### src/rtl/core/kgc_pkg.sv
`timescale 1ns / 1ps
// shared types, codes and constants of the key gesture classifier
package kgc_pkg;

  // level change queue geometry
  localparam int QUEUE_DEPTH = 16;
  localparam int PTR_W       = $clog2(QUEUE_DEPTH);

  typedef logic [PTR_W-1:0] ptr_t;

  // item operation codes
  typedef enum logic [1:0] {
    OP_FEED  = 2'd0,
    OP_POLL  = 2'd1,
    OP_CLEAR = 2'd2
  } op_t;

  // gesture tracking states
  typedef enum logic [2:0] {
    ST_IDLE      = 3'd0,
    ST_PRESSED   = 3'd1,
    ST_RELEASED  = 3'd2,
    ST_REPRESSED = 3'd3,
    ST_HELD      = 3'd4
  } gesture_t;

  // reported events
  typedef enum logic [2:0] {
    EV_NONE   = 3'd0,
    EV_DOWN   = 3'd1,
    EV_UP     = 3'd2,
    EV_CLICK  = 3'd3,
    EV_DOUBLE = 3'd4,
    EV_LONG   = 3'd5,
    EV_REPEAT = 3'd6
  } event_t;

  // configuration register indexes
  typedef enum logic [1:0] {
    CFG_CLICK     = 2'd0,
    CFG_LONGPRESS = 2'd1,
    CFG_REPEAT    = 2'd2
  } cfg_idx_t;

  localparam logic [15:0] CLICK_RESET  = 16'd200;
  localparam logic [15:0] LONG_RESET   = 16'd500;
  localparam logic [15:0] REPEAT_RESET = 16'd100;
  localparam logic [15:0] CLICK_MIN    = 16'd20;
  localparam logic [15:0] LONG_MIN     = 16'd50;

  // one queued level change
  typedef struct packed {
    logic        level;
    logic [31:0] stamp;
  } qentry_t;

  // queue requests from the control logic
  typedef struct packed {
    logic    push;
    logic    pop;
    logic    clear;
    qentry_t wdata;
  } qctl_t;

  // queue status back to the control logic
  typedef struct packed {
    logic    empty;
    logic    full;
    qentry_t head;
  } qstat_t;

  // ring pointer advance with wrap at the queue depth
  function automatic ptr_t ptr_inc(input ptr_t p);
    return (p == ptr_t'(QUEUE_DEPTH - 1)) ? '0 : p + ptr_t'(1);
  endfunction

  // a is strictly later than b in wrapping 32-bit time
  function automatic logic is_after(input logic [31:0] a, input logic [31:0] b);
    logic [31:0] d;
    d = a - b;
    return (d != 32'd0) && !d[31];
  endfunction

endpackage

### src/rtl/core/kgc_queue.sv
`timescale 1ns / 1ps
// ring queue of level changes held in a memory with a registered head read
module kgc_queue
  import kgc_pkg::*;
(
  input  logic   clk,
  input  logic   rst,
  input  qctl_t  ctl,
  output qstat_t stat
);

  qentry_t mem [QUEUE_DEPTH];

  ptr_t    wr_ptr;
  ptr_t    rd_ptr;
  ptr_t    wr_ptr_next;
  ptr_t    rd_ptr_next;
  qentry_t rd_data;
  qentry_t fwd_data;
  logic    fwd;

  // pointer updates
  always_comb begin
    wr_ptr_next = wr_ptr;
    rd_ptr_next = rd_ptr;
    if (ctl.clear) begin
      wr_ptr_next = '0;
      rd_ptr_next = '0;
    end else begin
      if (ctl.push) begin
        wr_ptr_next = ptr_inc(wr_ptr);
      end
      if (ctl.pop) begin
        rd_ptr_next = ptr_inc(rd_ptr);
      end
    end
  end

  always_ff @(posedge clk) begin
    if (rst) begin
      wr_ptr <= '0;
      rd_ptr <= '0;
    end else begin
      wr_ptr <= wr_ptr_next;
      rd_ptr <= rd_ptr_next;
    end
  end

  // memory write port
  always_ff @(posedge clk) begin
    if (ctl.push) begin
      mem[wr_ptr] <= ctl.wdata;
    end
  end

  // read ahead at the next head, bypassing a write to that same entry
  always_ff @(posedge clk) begin
    rd_data  <= mem[rd_ptr_next];
    fwd_data <= ctl.wdata;
  end

  always_ff @(posedge clk) begin
    if (rst) begin
      fwd <= 1'b0;
    end else begin
      fwd <= ctl.push && (wr_ptr == rd_ptr_next);
    end
  end

  // status
  assign stat.head  = fwd ? fwd_data : rd_data;
  assign stat.empty = (rd_ptr == wr_ptr);
  assign stat.full  = (ptr_inc(wr_ptr) == rd_ptr);

endmodule

### src/rtl/core/key_gesture_classifier_core.sv
`timescale 1ns / 1ps
// key gesture classifier top level: feed queue, gesture tracking and result buffer
//
//   channel  | handshake                 | payload
//   ---------+---------------------------+------------------------------
//   in       | in_valid / in_stall       | op, key_pressed, time_ms
//   out      | out_valid / out_stall     | accepted, event_res
//   config   | cfg_wr_en                 | cfg_index, cfg_wr_data
//
// One item per cycle while in_stall is low; its result is registered in the
// output register, or in the skid entry while the output is stalled. The queue
// memory takes one write and one registered head read per cycle, with the head
// read ahead with a bypass on a write to it. Reset clears pointers, state and the
// output buffer; the memory is not swept, so items are accepted right after reset.
// in_stall rises only when both the output register and the skid entry hold
// results that the receiver has not taken.
module key_gesture_classifier_core
  import kgc_pkg::*;
(
  input  logic        clk,
  input  logic        rst,
  input  logic        in_valid,
  output logic        in_stall,
  input  logic [1:0]  op,
  input  logic        key_pressed,
  input  logic [31:0] time_ms,
  output logic        out_valid,
  input  logic        out_stall,
  output logic        accepted,
  output logic [2:0]  event_res,
  input  logic        cfg_wr_en,
  input  logic [1:0]  cfg_index,
  input  logic [15:0] cfg_wr_data
);

  logic [15:0] click_timeout;
  logic [15:0] longpress_timeout;
  logic [15:0] repeat_timeout;

  gesture_t    gesture_state;
  gesture_t    gesture_next;
  logic [31:0] press_time;
  logic [31:0] press_time_next;
  logic [31:0] repeat_time;
  logic [31:0] repeat_time_next;
  logic        pending_double;
  logic        pending_next;
  logic        last_valid;
  logic        last_level;

  qctl_t       qctl;
  qstat_t      qstat;

  op_t         op_code;
  logic        take;
  logic        is_feed;
  logic        is_poll;
  logic        is_clear;
  logic        same_level;
  logic        push;
  logic        step;
  logic        have;
  logic        lvl;
  logic [31:0] ts;
  logic        long_due;
  logic        click_due;
  logic        repeat_due;
  logic        res_acc;
  event_t      res_ev;

  logic        skid_valid;
  logic        skid_accepted;
  logic [2:0]  skid_event;
  logic        out_load;

  // configuration registers with their minimum clamps
  always_ff @(posedge clk) begin
    if (rst) begin
      click_timeout     <= CLICK_RESET;
      longpress_timeout <= LONG_RESET;
      repeat_timeout    <= REPEAT_RESET;
    end else if (cfg_wr_en) begin
      unique case (cfg_idx_t'(cfg_index))
        CFG_CLICK:     click_timeout     <= (cfg_wr_data < CLICK_MIN) ? CLICK_MIN : cfg_wr_data;
        CFG_LONGPRESS: longpress_timeout <= (cfg_wr_data < LONG_MIN) ? LONG_MIN : cfg_wr_data;
        CFG_REPEAT:    repeat_timeout    <= cfg_wr_data;
        default: begin
        end
      endcase
    end
  end

  // item decode
  assign op_code  = op_t'(op);
  assign take     = in_valid && !in_stall;
  assign is_feed  = take && (op_code == OP_FEED);
  assign is_poll  = take && (op_code == OP_POLL);
  assign is_clear = take && (op_code == OP_CLEAR);

  // feed path: drop repeated levels, queue new ones while there is room
  assign same_level = last_valid && (last_level == key_pressed);
  assign push       = is_feed && !same_level && !qstat.full;

  // poll path: a pending double click preempts the dequeue and the step
  assign step = is_poll && !pending_double;
  assign have = step && !qstat.empty;
  assign lvl  = qstat.head.level;
  assign ts   = qstat.head.stamp;

  assign qctl.push  = push;
  assign qctl.pop   = have;
  assign qctl.clear = is_clear;
  assign qctl.wdata = '{level: key_pressed, stamp: time_ms};

  kgc_queue u_queue (
    .clk  (clk),
    .rst  (rst),
    .ctl  (qctl),
    .stat (qstat)
  );

  // timeout checks against the poll time
  assign long_due   = is_after(time_ms, press_time + {16'd0, longpress_timeout});
  assign click_due  = is_after(time_ms, press_time + {16'd0, click_timeout});
  assign repeat_due = (repeat_timeout != 16'd0) &&
                      is_after(time_ms, repeat_time + {16'd0, repeat_timeout});

  // gesture next state
  always_comb begin
    gesture_next = gesture_state;
    if (is_clear) begin
      gesture_next = ST_IDLE;
    end else if (step) begin
      unique case (gesture_state)
        ST_IDLE: begin
          if (have && lvl) gesture_next = ST_PRESSED;
        end
        ST_PRESSED: begin
          if (have && !lvl) gesture_next = ST_RELEASED;
          else if (long_due) gesture_next = ST_HELD;
        end
        ST_REPRESSED: begin
          if (have && !lvl) gesture_next = ST_IDLE;
          else if (long_due) gesture_next = ST_HELD;
        end
        ST_RELEASED: begin
          if (have && lvl) gesture_next = ST_REPRESSED;
          else if (click_due) gesture_next = ST_IDLE;
        end
        ST_HELD: begin
          if (have && !lvl) gesture_next = ST_IDLE;
        end
        default: gesture_next = gesture_state;
      endcase
    end
  end

  // events and timestamp updates
  always_comb begin
    res_ev           = EV_NONE;
    press_time_next  = press_time;
    repeat_time_next = repeat_time;
    pending_next     = pending_double;
    if (is_clear) begin
      press_time_next  = 32'd0;
      repeat_time_next = 32'd0;
      pending_next     = 1'b0;
    end else if (is_poll && pending_double) begin
      res_ev       = EV_DOUBLE;
      pending_next = 1'b0;
    end else if (step) begin
      unique case (gesture_state)
        ST_IDLE: begin
          if (have && lvl) begin
            press_time_next = ts;
            res_ev          = EV_DOWN;
          end
        end
        ST_PRESSED, ST_REPRESSED: begin
          if (have && !lvl) begin
            if (gesture_state == ST_PRESSED) press_time_next = ts;
            else pending_next = 1'b1;
            res_ev = EV_UP;
          end else if (long_due) begin
            repeat_time_next = time_ms;
            res_ev           = EV_LONG;
          end
        end
        ST_RELEASED: begin
          if (have && lvl) begin
            press_time_next = ts;
            res_ev          = EV_DOWN;
          end else if (click_due) begin
            res_ev = EV_CLICK;
          end
        end
        ST_HELD: begin
          if (have && !lvl) begin
            res_ev = EV_UP;
          end else if (repeat_due) begin
            repeat_time_next = time_ms;
            res_ev           = EV_REPEAT;
          end
        end
        default: res_ev = EV_NONE;
      endcase
    end
  end

  // accepted flag of the item result
  always_comb begin
    unique case (op_code)
      OP_FEED:  res_acc = same_level || !qstat.full;
      OP_POLL:  res_acc = 1'b1;
      OP_CLEAR: res_acc = 1'b1;
      default:  res_acc = 1'b0;
    endcase
  end

  // tracking state
  always_ff @(posedge clk) begin
    if (rst) begin
      gesture_state  <= ST_IDLE;
      press_time     <= 32'd0;
      repeat_time    <= 32'd0;
      pending_double <= 1'b0;
      last_valid     <= 1'b0;
      last_level     <= 1'b0;
    end else begin
      gesture_state  <= gesture_next;
      press_time     <= press_time_next;
      repeat_time    <= repeat_time_next;
      pending_double <= pending_next;
      if (is_clear) begin
        last_valid <= 1'b0;
        last_level <= 1'b0;
      end else if (push) begin
        last_valid <= 1'b1;
        last_level <= key_pressed;
      end
    end
  end

  // output register with one skid entry behind it
  assign out_load = !out_valid || !out_stall;
  assign in_stall = skid_valid;

  always_ff @(posedge clk) begin
    if (rst) begin
      out_valid  <= 1'b0;
      skid_valid <= 1'b0;
    end else if (out_load) begin
      out_valid  <= skid_valid || take;
      skid_valid <= 1'b0;
    end else if (take) begin
      skid_valid <= 1'b1;
    end
  end

  always_ff @(posedge clk) begin
    if (out_load) begin
      accepted  <= skid_valid ? skid_accepted : res_acc;
      event_res <= skid_valid ? skid_event : res_ev;
    end else if (take) begin
      skid_accepted <= res_acc;
      skid_event    <= res_ev;
    end
  end

endmodule

### config.mk
export PLATFORM = sky130hd
export DESIGN_NAME = key_gesture_classifier_core
export DESIGN_NICKNAME = d
export VERILOG_FILES = /design/src/rtl/core/kgc_pkg.sv /design/src/rtl/core/kgc_queue.sv /design/src/rtl/core/key_gesture_classifier_core.sv
export SDC_FILE = /design/constraint.sdc
export NUM_CORES = 1
export LEC_CHECK = 0
export BUFFER_PORTS_ARGS = -buffer_cell sky130_fd_sc_hd__clkbuf_2
export CORE_ASPECT_RATIO = 0.5
export CORE_MARGIN = 1.5
export CORE_UTILIZATION = 53
export DETAILED_ROUTE_END_ITERATION = 7
export GPL_ROUTABILITY_DRIVEN = 0
export GPL_TIMING_DRIVEN = 0
export PLACE_DENSITY = 0.78
export SKIP_LAST_GASP = 1
export SYNTH_ARGS = -nofsm -noshare
export SYNTH_HDL_FRONTEND = slang
export SYNTH_SLANG_ARGS = --single-unit
### constraint.sdc
create_clock -name clk -period 14.6 [get_ports clk]
set_clock_uncertainty 0.1 [all_clocks]
set_input_delay 0 -clock clk [delete_from_list [all_inputs] [get_ports clk]]
set_output_delay 0 -clock clk [all_outputs]
set_load 0.01 [all_outputs]
Word-level counts from Yosys, hierarchy flattened
Memories as Yosys holds them, arrays and structs flattened. A register that Yosys moved wholly into a read port is not among the register bits.
Cells that the tools add are included.
{ "word_totals": {"reg_bits": 170, "ramBits": 528, "input_bits": 58, "memories": 1} }
{ "classes": {"n_addsub": 8, "magnitude_cmp": 2, "n_eq_ne": 24, "mux": 40, "n_bitwise": 3, "n_reduce_logical": 55} }
{ "mem_list": {"columns": ["memory", "words", "width", "read_ports", "rd_ports_with_merged_regs", "wr", "line_no", "source"], "rows": [
  ["u_queue.mem", 16, 33, 1, 1, 1, "kgc_queue.sv:12", "qentry_t mem [QUEUE_DEPTH];"]
]} }
{ "op_table": {"columns": ["operator", "n"], "rows": [
  ["$mux W32", 7],
  ["$pmux W32 S2", 2],
  ["$add A32 B16 Y32", 3],
  ["$reduce_bool A32 Y1", 3],
  ["$sub A32 B32 Y32", 3],
  ["$mux W3", 15],
  ["$mux W33", 1],
  ["$mux W16", 2],
  ["$logic_and A1 B1 Y1", 17],
  ["$lt A16 B5 Y1 const B", 1],
  ["$lt A16 B6 Y1 const B", 1],
  ["$mux W4", 4],
  ["$ne A2 B2 Y1 const B", 8],
  ["$reduce_bool A16 Y1", 1],
  ["$pmux W3 S5", 1],
  ["$eq A4 B4 Y1", 3],
  ["$pmux W3 S4", 1],
  ["$logic_not A1 Y1", 11],
  ["$reduce_or A2 Y1", 5],
  ["$add A4 B1 Y4 const B", 2],
  ["$eq A4 B4 Y1 const B", 2],
  ["$reduce_and A2 Y1", 4],
  ["$reduce_and A7 Y1", 1],
  ["$eq A3 B2 Y1 const B", 2],
  ["20 further kinds", 32]
]} }

Longest topological paths before layout
{ "depth": {"ltp_word": 12, "mapped_depth": 19} }

Hierarchy
A second synthesis with hierarchy kept.
{ "hier_totals": {"cells_unflattened": 3907, "hier_area_um2": 39873.2} }
{ "by_module_without_submodules": {"columns": ["module", "instances", "cells_per_inst", "area_each_um2", "seq_area_each_um2"], "rows": [
  ["kgc_queue", 1, 2210, 27211.1, 17356.6],
  ["key_gesture_classifier_core", 1, 1697, 12662.1, 2642.5]
]} }

Worst setup path after synthesis
No wires, ideal clock.
{ "synth_timing": {"path_kind": "reg-to-reg", "start": "register u_queue.wr_ptr[0]", "end": "memory u_queue.mem[3][0] in the netlist's numbering (enable)", "setup_ps": 464, "arrival_time_ps": 4357, "required_time_ps": 14036, "slack_ps": 9679, "stages_incl_launch_ff": 10, "path_buffers": 1, "cell_sequence": "dfxtp_1 -> clkbuf_1 -> inv_1 -> ha_1 -> xor2_1 -> a21oi_1 -> o2111a_1 -> nor2_1 -> nand2_1 -> nor3_1"} }
{ "synth_via": {"elab_chain_len": 7, "word_cells_on_any_way": 8, "cone_classes": "add/sub: 1; eq/ne: 2; mux: 3; reduce/logical: 2"} }
{ "synth_rtl": {"columns": ["element", "line_no", "source"], "rows": [
  ["start: declaration", "kgc_queue.sv:14", "ptr_t wr_ptr;"],
  ["start signal: assignment", "kgc_queue.sv:44", "wr_ptr <= wr_ptr_next;"],
  ["$add A4 B1 Y4 or $eq A4 B4 Y1 (tied branches)", "kgc_pkg.sv:74", "return (p == ptr_t'(QUEUE_DEPTH - 1)) ? '0 : p + ptr_t'(1);"],
  ["$mux W4", "kgc_pkg.sv:74", null],
  ["$eq A4 B4 Y1", "kgc_queue.sv:73", "assign stat.full = (ptr_inc(wr_ptr) == rd_ptr);"],
  ["$logic_not A1 Y1", "key_gesture_classifier_core.sv:102", "assign push = is_feed && !same_level && !qstat.full;"],
  ["$logic_and A1 B1 Y1", "key_gesture_classifier_core.sv:102", null],
  ["$mux W1", "kgc_queue.sv:51", "if (ctl.push) begin"],
  ["$mux W1 (implied by the code)", "kgc_queue.sv:52", "mem[wr_ptr] <= ctl.wdata;"],
  ["end: declaration", "kgc_queue.sv:12", null]
]} }
Parallel ways exist; a longest one is shown, timed or not.

Worst setup path after layout
{ "layout_timing": {"start": "input time_ms[5]", "end": "register event_res[0], data pin"} }
{ "layout_via": {"elab_chain_len": 10, "word_cells_on_any_way": 17, "cone_classes": "add/sub: 2; mux: 9; reduce/logical: 6"} }
{ "layout_rtl": {"columns": ["element", "line_no", "source"], "rows": [
  ["start: declaration", "key_gesture_classifier_core.sv:26", "input logic [31:0] time_ms,"],
  ["$sub A32 B32 Y32", "kgc_pkg.sv:80", "d = a - b;"],
  ["$reduce_bool A32 Y1 or $logic_not A1 Y1 (tied branches)", "kgc_pkg.sv:81", "return (d != 32'd0) && !d[31];"],
  ["$logic_and A1 B1 Y1", "kgc_pkg.sv:81", null],
  ["$mux W2 or $mux W3 (tied branches)", "key_gesture_classifier_core.sv:193, key_gesture_classifier_core.sv:184", null],
  ["$mux W2 or $mux W3 (tied branches)", "key_gesture_classifier_core.sv:190, key_gesture_classifier_core.sv:180", null],
  ["$pmux W3 S4 (*)", "key_gesture_classifier_core.sv:172", "unique case (gesture_state)"],
  ["$mux W3 (*)", "key_gesture_classifier_core.sv:171", "end else if (step) begin"],
  ["$mux W3 (*)", "key_gesture_classifier_core.sv:168", "end else if (is_poll && pending_double) begin"],
  ["$mux W3 (*)", "key_gesture_classifier_core.sv:164", "if (is_clear) begin"],
  ["$mux W3 (*)", "key_gesture_classifier_core.sv:263", "event_res <= skid_valid ? skid_event : res_ev;"],
  ["end signal: assignment", "key_gesture_classifier_core.sv:263", null],
  ["end: declaration", "key_gesture_classifier_core.sv:30", "output logic [2:0] event_res,"]
]} }
Mark *: on every way between the ends. The rest lies on a longest branch, timed or not.
A chain may end at the register's enable or synchronous reset.

==> out/qor.csv <==
stage,metric,value,unit
clock_network,postCtsHoldBufs,67,
critical_path,slowest_stage,nor4_1,
clock_network,cts_tree,built,
critical_path,cp_num_cells,18,
floorplan,rows,66,
global_routing,track_usage,29.4,%
clock_network,htreeDepth,2,
synthesis,synth-edff-count,536,
timing,fmax,157,MHz
timing,tightestPinTransition,1480,ps
critical_path,critical-path-max-stage-delay,1200,ps
timing,drv_slew,0,
critical_path,arrival,6630,ps
power_and_ir_drop,p_switching,1060,µW
synthesis,ys_top_cells_by_area,"edfxtp_1 (45%), dfxtp_1 (11%), nand2_1 (5.5%)",
layout,areaGrowthSynthToFinish,13.3,%
worst_hold_path,hold_path_class,in -> reg,
power_and_ir_drop,vdd_drop_max,105,µV
timing,rsz0062_at_grt,no,
clock_network,cts_resized,0,
timing,setup_viol_count_final,0,
power_and_ir_drop,power.leakage,0.0141,µW
synthesis,ys_seq_elements,731,
synthesis,async_flop_share,0,%
global_routing,grt_pass1_wl,156,mm
synthesis,syn_nets,3504,
global_routing,grt_max_degree,28,
outcome,outcome,finished with violations,
power_and_ir_drop,swShare,24.2,%
global_routing,use_met3,6.95,%
global_routing,use_met2,47.1,%
power_and_ir_drop,power_frac_clock,38.8,%
detailed_routing,viasPerCell,6.32,
critical_path,critical-path-top-delay-family,compound AO/OA/AOI/OAI gates,
power_and_ir_drop,p_seq_share,51.4,%
layout,drive_gt1_share,6.41,%
worst_hold_path,worstHoldPathCells,4,
critical_path,crit_path_max_fanout,19,
synthesis,synth_flop_cell,edfxtp_1,
power_and_ir_drop,p_int,3330,µW
synthesis,yosysTopAreaCell,edfxtp_1,
power_and_ir_drop,p_per_area,109,mW/mm²
critical_path,crit_chain,"dlygate4sd3_1, clkbuf_2, inv_1, fa_1, inv_1, ha_1, clkbuf_1, o211ai_1, a211oi_1, o21ai_0, o211ai_1, a21boi_0, nor4_1, o2111ai_1, nor4_1, nor2_1, a41o_1, a221o_1",
critical_path,critical_path_buf_inv_count,5,
critical_path,required,14870,ps
clock_network,cts_buffers,61,
floorplan,coreArea,0.0657,mm²
floorplan,die_h,186,µm
layout,finalInstanceArea,0.0404,mm²
synthesis,synth_area,0.0356,mm²
timing,final.setup.tns,0,ps
detailed_routing,drt_pre_antenna_iters,7,
global_routing,grt_pass1_vias,27295,
detailed_routing,avgRoutedWirePerCell,23.3,µm
synthesis,synth_top_area_share,45.2,%
timing,hold_viol_final,0,
detailed_routing,vias,27986,
synthesis,avgSynthCellArea,10.9,µm²
floorplan,fp.dieW,370,µm
timing,period_minus_slack,6360,ps
clock_network,cts_buffer_depth,3,
timing,maxSlewHeadroom,0.462,%
global_routing,gr-total-overflow,0,
global_routing,met1_usage,39.0,%
outcome,violations,capacitance limit,
synthesis,ys_types,75,
detailed_routing,drt_iter0_markers,3911,
power_and_ir_drop,p_total,4390,µW
power_and_ir_drop,combPwrFrac,9.8,%
clock_network,clk_latency,650,ps
detailed_routing,routed_wirelength,103,mm
clock_network,cts_num_sinks,731,
placement,dp_hpwl,73.7,mm
timing,holdWs,122,ps
timing,fin_crit_sh,43.6,%
floorplan,initial_utilization,54.2,%
clock_network,cts_setup_buffers,0,
detailed_routing,final_antenna_net_count,0,
layout,fin_nets,3721,
critical_path,worst_r2r_path_depth,17,
floorplan,io_pins,64,
synthesis,syn_inst,3274,
synthesis,synth_seq_area_share,56.1,%
placement,placed_cell_area,0.0376,mm²
critical_path,cp-end-kind,flip-flop,
global_routing,antenna_found_initial,4,
critical_path,crit_type,in -> reg,
floorplan,die_area,0.0689,mm²
timing,layout_setup_ws,8240,ps
synthesis,yosysWarningCount,0,
placement,preCtsSetupSlack,8500,ps
layout,fill_cells,4944,
clock_network,clk_pin_slew,70,ps
global_routing,busiest_layer,met2,
clock_network,cts-root-buf,clkbuf_16,
placement,io_buffer_count,63,
run,drv_cap,1,
detailed_routing,drcViolationCount,0,
critical_path,cp-start-kind,primary input,
[final cells by class]
type / count / area (µm²) / share of cell area [%]
Clock buffer: 88 / 1760 / 4.36
Sequential cell: 731 / 20000 / 49.6
Inverter: 233 / 875 / 2.17
Clock inverter: 26 / 314 / 0.778
Timing Repair Buffer: 154 / 1420 / 3.52
Buffer: 190 / 777 / 1.93
Multi-Input combinational cell: 2120 / 14100 / 34.9
Tap cell: 884 / 1110 / 2.74
Antenna cell: 5 / 12.5 / 0.0310
[cell families (layout without fill, tap and decap cells)]
group	Yosys count	count (layout)	share of synthesized area (%)
other	0	5	0
flip-flops	731	731	56.1
AO/OA/AOI/OAI	821	821	15.7
adder cells (fa/ha/maj)	172	172	7.05
buffers and inverters	423	691	4.64
multiplexers	78	78	2.23
XOR/XNOR	62	62	1.52
AND/OR/NAND/NOR	987	987	12.7
[per-layer routing]
metal	part of all wire [%]	vias up	wire, µm
met2	46	1852	47300
met3	13	287	13000
met4	3.6	0	3670
met1	38	13464	39400
met5	0	-	0
li1	-	12383	-
[state kept, by name, indices dropped and copies added (netlist names), 3 cells and up]
| signal | cells |
|---|---|
| click_timeout | 16 |
| event_res | 3 |
| gesture_state | 3 |
| longpress_timeout | 16 |
| press_time | 32 |
| repeat_time | 32 |
| repeat_timeout | 16 |
| skid_event | 3 |
| u_queue.fwd_data | 33 |
| u_queue.mem | 528 |
| u_queue.rd_data | 33 |
| u_queue.rd_ptr | 4 |
| u_queue.wr_ptr | 4 |
[synth_stat cells (66+ instances only)]
cell type and count:
nand2_1 518, a211oi_1 220, nor2_1 145, a31oi_1 76, dfxtp_1 195, ha_1 124, a21oi_1 210, clkbuf_1 167
mux2i_1 77, edfxtp_1 536, o21ai_0 66, inv_1 233, a311oi_1 67, and2_1 131
[cells in the final DEF, fill, tap and decap left out, types with 11 or more instances in the layout]
cell,synthesis,layout
mux2i_1,77,77
clkbuf_16,0,63
o31ai_1,17,17
inv_1,233,233
edfxtp_1,536,536
clkbuf_2,0,63
a311oi_1,67,67
o21ai_0,66,66
a2111oi_0,13,13
nand3b_1,12,12
nand3_1,18,18
o21a_1,23,23
and2_1,131,131
buf_6,1,13
nor4_1,20,20
a211oi_1,220,220
o211ai_1,20,20
xor2_1,29,29
buf_1,13,13
nor2_4,0,12
a21oi_1,210,210
dfxtp_1,195,195
a31oi_1,76,76
xnor2_1,33,33
and3_1,12,12
nand4_1,24,24
clkbuf_1,167,183
and2_0,12,12
fa_1,48,48
a21o_1,12,12
nand2b_1,12,12
ha_1,124,124
nand2_1,518,518
or2_2,11,11
nor2_1,145,133
dlygate4sd3_1,0,67
nor3_1,30,26
[metrics by stage]
step / util [%] / cells
finish: 61.4 / 4431
global route: 61.4 / 4427
CTS: 61.4 / 4426
detailed placement: 57.2 / 4245
global placement: 56.4 / 4221
floorplan: - / 3274
[power groups by stage]
| stage | Sequential [µW] | Clock [µW] | Combinational (µW) |
|---|---|---|---|
| 2_1_floorplan | 2300 | 0 | 263 |
| 3_3_place_gp | 2300 | 0 | 386 |
| 3_5_place_dp | 2300 | 0 | 399 |
| 4_1_cts | 2250 | 1690 | 416 |
| 5_1_grt | 2250 | 1780 | 469 |
| 6_report | 2250 | 1700 | 431 |
[final timing paths]
path	startpoint	to	slack (ps)
worst max-delay path	time_ms[5]	event_res[0]	8240
worst min-delay path	cfg_wr_data[7]	longpress_timeout[7]	120
worst max register to register	press_time[0]	event_res[0]	8250
worst min register to register	repeat_time[24]	repeat_time[24]	370
[worst register-to-register path, cell delays in order (launching register included)]
cell       delay [ps]
dfxtp_1           320
inv_1             220
fa_1              480
inv_1              70
ha_1              170
nor2_1             80
fa_1              450
nand2b_1          220
a211o_1           320
a21oi_1           460
mux2i_1           150
nor4_1            400
o2111ai_1         170
or3_1             340
nor4_1           1220
nor2_1            290
a41o_1            360
a221o_1           270
Power figures use the tool's default switching activity.
